### src/sv/mip_pkg.sv
// ----------------------------------------------------------------------------
// MIDI input packetizer package
// Shared payload types, register codes and the message length table.
// ----------------------------------------------------------------------------
`default_nettype none

package mip_pkg;

  // Byte codes
  localparam logic [7:0] SYSEX_END     = 8'hF7;
  localparam logic [7:0] REALTIME_BASE = 8'hF8;

  // Result kinds
  localparam logic KIND_STORED = 1'b0;
  localparam logic KIND_ECHO   = 1'b1;

  // Configuration register indexes
  localparam logic CFG_IDX_RX_ENABLE   = 1'b0;
  localparam logic CFG_IDX_THRU_ENABLE = 1'b1;

  // Number of results one byte can cause
  localparam int MAX_RESULTS = 3;

  // Expected message length by status bits 6..4
  localparam logic [2:0] LEN_TABLE [8] = '{
    3'd3, 3'd3, 3'd3, 3'd3, 3'd2, 3'd2, 3'd3, 3'd0
  };

  // Input request payload
  typedef struct packed {
    logic [7:0]  rx_byte;
    logic [31:0] now_ms;
  } in_item_t;

  // Result request payload
  typedef struct packed {
    logic        kind;
    logic [7:0]  out_byte;
    logic        packet_start;
    logic [31:0] stamp_ms;
    logic        packet_end;
    logic [15:0] packet_bytes;
    logic        last;
  } out_item_t;

  // Configuration register contents
  typedef struct packed {
    logic rx_enable;
    logic thru_enable;
  } cfg_t;

  // All results of one byte, in emit order from slot 0
  typedef struct packed {
    logic [1:0]                       cnt;
    out_item_t [MAX_RESULTS-1:0]      slot;
  } bundle_t;

endpackage

`default_nettype wire

### src/sv/midi_input_packetizer_unit.sv
// ----------------------------------------------------------------------------
// MIDI input packetizer unit
// Parses received MIDI bytes into timestamped packets with running status
// reinsertion, and optionally echoes every byte while rx_enable is set.
//
//   Port group | Direction | Handshake        | Payload
//   in_        | input     | in_valid/ready   | rx_byte, now_ms
//   out_       | output    | out_valid/ready  | kind, out_byte, packet_start,
//              |           |                  | stamp_ms, packet_end,
//              |           |                  | packet_bytes, last
//   cfg_       | input     | cfg_we           | rx_enable, thru_enable
//
// A byte is registered on accept and parsed in the next cycle; its results
// are then loaded into the result sequencer slots and shown from there.
// The result sequencer emits one result per cycle while out_ready is high,
// so a byte causing n results (0 to 3) holds it until all have left; bytes
// with at most one result flow at one per cycle while out_ready is high.
// Reset is synchronous and clears the parser state, config registers, input valid and result count.
// Output stalls back up through the input register to in_ready.
// ----------------------------------------------------------------------------
`default_nettype none

module midi_input_packetizer_unit
  import mip_pkg::*;
(
  input  wire logic     clk,
  input  wire logic     rst_n,
  // input channel
  input  wire logic     in_valid,
  output logic          in_ready,
  input  wire in_item_t in_data,
  // result channel
  output logic          out_valid,
  input  wire logic     out_ready,
  output out_item_t     out_data,
  // configuration port
  input  wire logic     cfg_we,
  input  wire logic     cfg_index,
  input  wire logic     cfg_wdata
);

  cfg_t     cfg_r;
  logic     s1_valid_r;
  in_item_t s1_data_r;
  logic     seq_ready;
  logic     s1_adv;
  bundle_t  bundle;

  assign s1_adv   = s1_valid_r && seq_ready;
  assign in_ready = !s1_valid_r || seq_ready;

  // Configuration registers
  always_ff @(posedge clk) begin
    if (!rst_n) begin
      cfg_r <= '0;
    end else if (cfg_we) begin
      unique case (cfg_index)
        CFG_IDX_RX_ENABLE:   cfg_r.rx_enable   <= cfg_wdata;
        CFG_IDX_THRU_ENABLE: cfg_r.thru_enable <= cfg_wdata;
        default: ;
      endcase
    end
  end

  // Input register
  always_ff @(posedge clk) begin
    if (!rst_n) begin
      s1_valid_r <= 1'b0;
    end else if (in_ready) begin
      s1_valid_r <= in_valid;
    end
  end

  always_ff @(posedge clk) begin
    if (in_valid && in_ready) begin
      s1_data_r <= in_data;
    end
  end

  mip_core u_core (
    .clk    (clk),
    .rst_n  (rst_n),
    .cfg    (cfg_r),
    .item   (s1_data_r),
    .adv    (s1_adv),
    .bundle (bundle)
  );

  mip_out_seq u_out_seq (
    .clk        (clk),
    .rst_n      (rst_n),
    .bundle     (bundle),
    .load_valid (s1_valid_r),
    .load_ready (seq_ready),
    .out_valid  (out_valid),
    .out_ready  (out_ready),
    .out_data   (out_data)
  );

endmodule

`default_nettype wire

### src/sv/mip_core.sv
// ----------------------------------------------------------------------------
// MIDI packetizer core
// Parser state and the single-pass logic that turns one byte into up to three
// results: reinserted running status, the stored byte and the thru echo.
// ----------------------------------------------------------------------------
`default_nettype none

module mip_core
  import mip_pkg::*;
(
  input  wire logic     clk,
  input  wire logic     rst_n,
  input  wire cfg_t     cfg,
  input  wire in_item_t item,
  input  wire logic     adv,
  output bundle_t       bundle
);

  typedef struct packed {
    logic [7:0]  run_status;
    logic [2:0]  bytes_exp;   // two's complement, holds at -1
    logic        seen;
    logic [31:0] base_time;
    logic [15:0] since_end;
  } pstate_t;

  typedef struct packed {
    logic      emit;
    out_item_t res;
    pstate_t   st;
  } store_t;

  pstate_t state_r;
  pstate_t state_nxt;

  function automatic logic is_status(input logic [7:0] b);
    return b[7] && (b != SYSEX_END);
  endfunction

  // Store one byte into the packet stream
  function automatic store_t store(input pstate_t st, input logic [7:0] x,
                                   input logic [31:0] now);
    store_t r;
    logic   stat;
    r      = '0;
    r.st   = st;
    stat   = is_status(x);
    if (stat || st.seen) begin
      r.emit         = 1'b1;
      r.res.kind     = KIND_STORED;
      r.res.out_byte = x;
      if (stat) begin
        if (!st.seen) begin
          r.st.base_time = now;
          r.st.seen      = 1'b1;
          r.st.since_end = '0;
        end
        r.res.packet_start = 1'b1;
        r.res.stamp_ms     = now - r.st.base_time;
      end
      if (r.st.since_end != 16'hFFFF) begin
        r.st.since_end = r.st.since_end + 16'd1;
      end
      if (!r.st.bytes_exp[2]) begin
        r.st.bytes_exp = r.st.bytes_exp - 3'd1;
      end
      if ((r.st.bytes_exp == 3'd0) || (x == SYSEX_END)) begin
        r.res.packet_end   = 1'b1;
        r.res.packet_bytes = r.st.since_end;
        r.st.since_end     = '0;
      end
    end
    return r;
  endfunction

  // Build result bundle and next state
  always_comb begin
    pstate_t   st;
    store_t    s_a;
    store_t    s_b;
    out_item_t echo;
    logic [1:0] n;
    st     = state_r;
    s_a    = '0;
    s_b    = '0;
    echo   = '0;
    n      = 2'd0;
    bundle = '0;
    if (cfg.rx_enable) begin
      if (item.rx_byte < REALTIME_BASE) begin
        if (is_status(item.rx_byte)) begin
          st.run_status = item.rx_byte;
          st.bytes_exp  = LEN_TABLE[item.rx_byte[6:4]];
          s_b           = store(st, item.rx_byte, item.now_ms);
        end else if (st.bytes_exp == 3'd0) begin
          // data after a completed message: reinsert running status
          st.bytes_exp = LEN_TABLE[st.run_status[6:4]];
          s_a          = store(st, st.run_status, item.now_ms);
          s_b          = store(s_a.st, item.rx_byte, item.now_ms);
        end else begin
          s_b = store(st, item.rx_byte, item.now_ms);
        end
        st = s_b.st;
        if (s_a.emit) begin
          bundle.slot[n] = s_a.res;
          n              = n + 2'd1;
        end
        if (s_b.emit) begin
          bundle.slot[n] = s_b.res;
          n              = n + 2'd1;
        end
      end
      if (cfg.thru_enable) begin
        echo.kind      = KIND_ECHO;
        echo.out_byte  = item.rx_byte;
        bundle.slot[n] = echo;
        n              = n + 2'd1;
      end
      if (n != 2'd0) begin
        bundle.slot[n - 2'd1].last = 1'b1;
      end
    end
    bundle.cnt = n;
    state_nxt  = st;
  end

  // State register, updated as each byte is handed on
  always_ff @(posedge clk) begin
    if (!rst_n) begin
      state_r <= '0;
    end else if (adv) begin
      state_r <= state_nxt;
    end
  end

endmodule

`default_nettype wire

### src/sv/mip_out_seq.sv
// ----------------------------------------------------------------------------
// MIDI packetizer result sequencer
// Holds the results of one byte and hands them out one per cycle while out_ready is high.
// ----------------------------------------------------------------------------
`default_nettype none

module mip_out_seq
  import mip_pkg::*;
(
  input  wire logic    clk,
  input  wire logic    rst_n,
  input  wire bundle_t bundle,
  input  wire logic    load_valid,
  output logic         load_ready,
  output logic         out_valid,
  input  wire logic    out_ready,
  output out_item_t    out_data
);

  out_item_t [MAX_RESULTS-1:0] slot_r;
  logic [1:0]                  cnt_r;

  // Free when empty or when the final result leaves this cycle
  assign load_ready = (cnt_r == 2'd0) || ((cnt_r == 2'd1) && out_ready);
  assign out_valid  = (cnt_r != 2'd0);
  assign out_data   = slot_r[0];

  // Count of pending results
  always_ff @(posedge clk) begin
    if (!rst_n) begin
      cnt_r <= 2'd0;
    end else if (load_valid && load_ready) begin
      cnt_r <= bundle.cnt;
    end else if (out_valid && out_ready) begin
      cnt_r <= cnt_r - 2'd1;
    end
  end

  // Result slots, shifted toward slot 0 as results leave
  always_ff @(posedge clk) begin
    if (load_valid && load_ready) begin
      slot_r <= bundle.slot;
    end else if (out_valid && out_ready) begin
      slot_r <= {out_item_t'('0), slot_r[MAX_RESULTS-1:1]};
    end
  end

endmodule

`default_nettype wire
### config.mk
export PLATFORM = sky130hd
export DESIGN_NAME = midi_input_packetizer_unit
export DESIGN_NICKNAME = d
export VERILOG_FILES = /design/src/sv/mip_pkg.sv /design/src/sv/midi_input_packetizer_unit.sv /design/src/sv/mip_core.sv /design/src/sv/mip_out_seq.sv
export SDC_FILE = /design/constraint.sdc
export NUM_CORES = 1
export LEC_CHECK = 0
export BUFFER_PORTS_ARGS = -buffer_cell sky130_fd_sc_hd__buf_2
export CAP_MARGIN = 30
export CORE_MARGIN = 1
export CORE_UTILIZATION = 63
export CTS_CLUSTER_DIAMETER = 80
export DETAILED_ROUTE_END_ITERATION = 6
export GPL_ROUTABILITY_DRIVEN = 1
export GPL_TIMING_DRIVEN = 1
export PLACE_DENSITY = 0.8
export SLEW_MARGIN = 20
export SYNTH_ARGS = -nofsm -noshare
export SYNTH_HDL_FRONTEND = slang
export SYNTH_HIERARCHICAL = 1
export SYNTH_SLANG_ARGS = --single-unit
### constraint.sdc
create_clock -name clk -period 6.48 [get_ports clk]
set_input_delay 1.62 -clock clk [delete_from_list [all_inputs] [get_ports clk]]
set_output_delay 1.62 -clock clk [all_outputs]
set_load 0.01 [all_outputs]
==> results.py <==
metrics = {
    "outcome": {
        "status": "complete, no violations",
    },
    "clock_network": {
        "cts_setup_buffers": 0,
        "ctsResizeCount": 0,
        "cts-buffers-inserted": 30,
        "clock_latency_ns": 0.58,
        "clock_sinks": 285,
        "cts_root_buffer": "clkbuf_16",
        "cts_tree": "built",
        "ctsHtreeMaxLevel": 1,
        "postCtsHoldBufs": 0,
        "cts_buffer_depth": 3,
        "path_clk_slew_ns": 0.06,
    },
    "sta": {
        "finalSetupViolCount": 0,
        "finalCritPeriodShare_pct": 87.04,
        "setup_tns_ns": 0,
        "max_freq_ghz": 0.1773,
        "maxSlewViolCount": 0,
        "setup_ws_ns": 0.8399,
        "clock_skew_ns": 0.02831,
        "slew_headroom_pct": 32.25,
        "hold_viol": 0,
        "max_slew.worst_pin.slew_ns": 1.007,
        "period_needed_ns": 5.640,
        "rsz0062_at_grt": "no",
    },
    "final_layout": {
        "drive_gt1_share_pct": 20.25,
        "regArea_sq_mm": 0.007910,
        "fillers": 2198,
        "nNetsFinal": 1801,
        "multiInputGateArea_sq_mm": 0.008643,
        "final_area_sq_mm": 0.01892,
        "syn_to_final_growth_pct": 5.153,
    },
    "worst_hold_path": {
        "min_path_type": "reg -> reg",
    },
    "place": {
        "post-place-ws_ns": 0.9005,
        "dp_hpwl_mm": 31.42,
        "portBuffers": 108,
        "place_congestion": 0.9734,
        "place_area_sq_mm": 0.01790,
    },
    "critical_path": {
        "cp_max_fo": 11,
        "crit_path_end": "u_out_seq/slot_r[62]",
        "cp.required_ns": 6.81,
        "worst-setup-path-type": "reg -> reg",
        "worstReg2RegEnd": "u_out_seq/slot_r[62]",
        "end_kind": "flop",
        "cp_cell_sequence": "nand4b_1 -> o21ai_0 -> nor2_1 -> nor2_1 -> ha_1 -> nand3_1 -> nor4_4 -> mux2i_1 -> a311oi_1 -> inv_1 -> ha_1 -> inv_1 -> a2111oi_4 -> nand4_2 -> mux2i_1 -> a21oi_1 -> and2_1 -> mux2_4",
        "worstSetupStartpointType": "flop",
        "cpMaxStageDelayCell": "a2111oi_4",
        "r2r_cells": 18,
        "worstPathArrival_ns": 5.97,
        "rrSetupSlack_ns": 0.84,
        "slowest_delay_ns": 0.58,
        "cp-startpoint": "u_core/state_r[59]",
        "reg2reg_from": "u_core/state_r[59]",
    },
    "grt": {
        "grt_max_degree": 88,
        "met1_usage_pct": 43.95,
        "grt-ovfl-total": 0,
        "use_met3_pct": 3.539,
        "track_usage_pct": 30.49,
        "grt_pass1_vias": 12250,
        "grt_antenna_before_repair": 0,
        "gr-usage-met2_pct": 48.36,
        "grt_pass1_wl_mm": 68.43,
        "busiest_layer": "met2",
    },
    "synthesis": {
        "async_flop_share_pct": 0,
        "syn_inst": 1701,
        "ys_warn_count": 6,
        "avgSynthCellArea_sq_um": 10.58,
        "synth_edf_count": 220,
        "yosysUniqueCellTypes": 97,
        "ys_seq_area_share_pct": 43.95,
        "synthFlopType": "edfxtp_1",
        "netlist_area_sq_mm": 0.01799,
        "synth-seq-cells": 285,
    },
    "routing": {
        "drtIter0Drc": 1230,
        "via_per_inst": 6.177,
        "ant_nets": 0,
        "routedWlPerCell_um": 21.34,
        "num_vias": 13050,
        "drt_wl_total_mm": 45.08,
        "drc_errors": 0,
        "first_pass_iters": 5,
    },
    "die": {
        "start_util_pct": 64.41,
        "die_h_um": 171.0,
        "die_width_um": 171.0,
        "core_area_sq_mm": 0.02793,
        "ioPinCount": 109,
        "dieArea_sq_mm": 0.02924,
        "rows": 61,
    },
    "power_and_ir_drop": {
        "peakVddDrop_uv": 420.7,
        "p_leak_nw": 7.553,
        "power.density_mw_per_mm2": 322.1,
    },
    "flow_run": {
        "maxCapViolCount": 0,
    },
}
-- how the worst min path moves through the flow --
| stage | from | end | slack, ns | depth (start not counted) |
|---|---|---|---|---|
| 6_report | u_core/state_r[44] | u_core/state_r[44] | 0.50 | 2 |
| 5_1_grt | u_core/state_r[30] | u_core/state_r[30] | 0.52 | 2 |
| 4_1_cts | u_core/state_r[45] | u_core/state_r[45] | 0.50 | 2 |
| 3_5_place_dp | u_core/state_r[21] | u_core/state_r[21] | 0.49 | 2 |
| 3_3_place_gp | u_core/state_r[16] | u_core/state_r[16] | 0.47 | 2 |
| 2_1_floorplan | cfg_r[1] | cfg_r[1] | 0.43 | 2 |
-- power by group --
part | total [mW] | leakage [nW] | internal (mW) | switching (mW)
clock network | 1.69 | 0.467 | 0.974 | 0.721
logic | 1.66 | 4.42 | 0.716 | 0.942
registers | 2.74 | 2.67 | 2.58 | 0.167
-- placed cells by master (no fill, tap or decap), types with 19 or more instances in the layout --
| cell type | instances |
|---|---|
| clkbuf_16 | 30 |
| ha_1 | 44 |
| mux2i_1 | 45 |
| o21ai_0 | 92 |
| nand4_1 | 19 |
| conb_1 | 83 |
| buf_2 | 110 |
| dfxtp_1 | 63 |
| xnor2_1 | 41 |
| and2_1 | 30 |
| a211oi_1 | 39 |
| and3_1 | 73 |
| nand2_1 | 89 |
| nand3_1 | 41 |
| nor3_1 | 25 |
| buf_4 | 25 |
| edfxtp_1 | 220 |
| inv_1 | 34 |
| a31oi_1 | 19 |
| nor2_1 | 140 |
| mux2_2 | 35 |
| mux2_4 | 89 |
| a21oi_1 | 84 |
-- routing by layer --
metal  routed length, um  up-vias
li1                    -     6093
met1               20590     6378
met2               20300      500
met3                2987       75
met4                1199        0
met5                   0        -
-- synthesized netlist by cell type, drive strengths merged, types with 25 or more instances --
cell	n	area, sq um
inv	36	137.6
and2	32	201.5
nor3	25	125.1
clkbuf	70	266.5
and3	74	464.2
mux2	125	1742
o21ai	94	474.2
a21oi	85	429.2
xnor2	41	359.1
edfxtp	220	6606
buf	173	1385
nor2	141	529.3
nand3	41	205.2
a211oi	40	300.3
dfxtp	65	1301
ha	44	550.5
nand2	90	345.3
mux2i	45	450.4
-- worst max-delay path: cells and delay by family (launching register included) --
kind	cells	cell delay, ns
AO/OA/AOI/OAI	4	1.29
adder cells (fa/ha/maj)	2	0.53
buffers and inverters	2	0.22
flip-flops	1	0.53
multiplexers	3	0.77
AND/OR/NAND/NOR	7	2.05
-- stage by stage --
step	instances	power [mW]	hold slack, ns	util, %
finish	2112	6.094	0.5005	67.73
global route	2111	6.333	0.5151	67.72
CTS	2108	6.101	0.5002	67.56
detailed placement	2052	4.396	0.4897	64.07
global placement	2051	4.347	0.4737	64.05
floorplan	1783	4.170	0.4335	-
-- flip-flops by register name (all words and copies together), names as in the netlist --
| signal | count |
|---|---|
| u_out_seq/out_data | 60 |
| u_out_seq/cnt_r | 2 |
| u_out_seq/slot_r | 120 |
| s1_data_r | 40 |
| u_core/state_r | 60 |
| s1_valid_r | 1 |
| cfg_r | 2 |
-- cell type report --
class                      instances  share of cell area [%]
antenna                            1                 0.01323
clock buffer                      44                   4.404
timing repair buffer             137                   4.113
tap                              378                   2.500
sequential                       285                   41.81
clock inverter                    12                  0.7473
inverter                          36                  0.7275
multi-input combinational       1219                   45.68
-- cell families after synthesis --
logic type                 count (synthesis)  share of synthesized area (%)
buffers and inverters                    279                          9.944
muxes                                    170                          12.18
and+or+nand+nor                          498                          14.55
xor gates and xnor gates                  58                          2.823
other                                      1                        0.02084
AOI/OAI and AO/OA                        365                          13.35
DFF                                      285                          43.95
adders and majority gates                 45                          3.171
No activity file was read; power rests on OpenSTA's default activity.
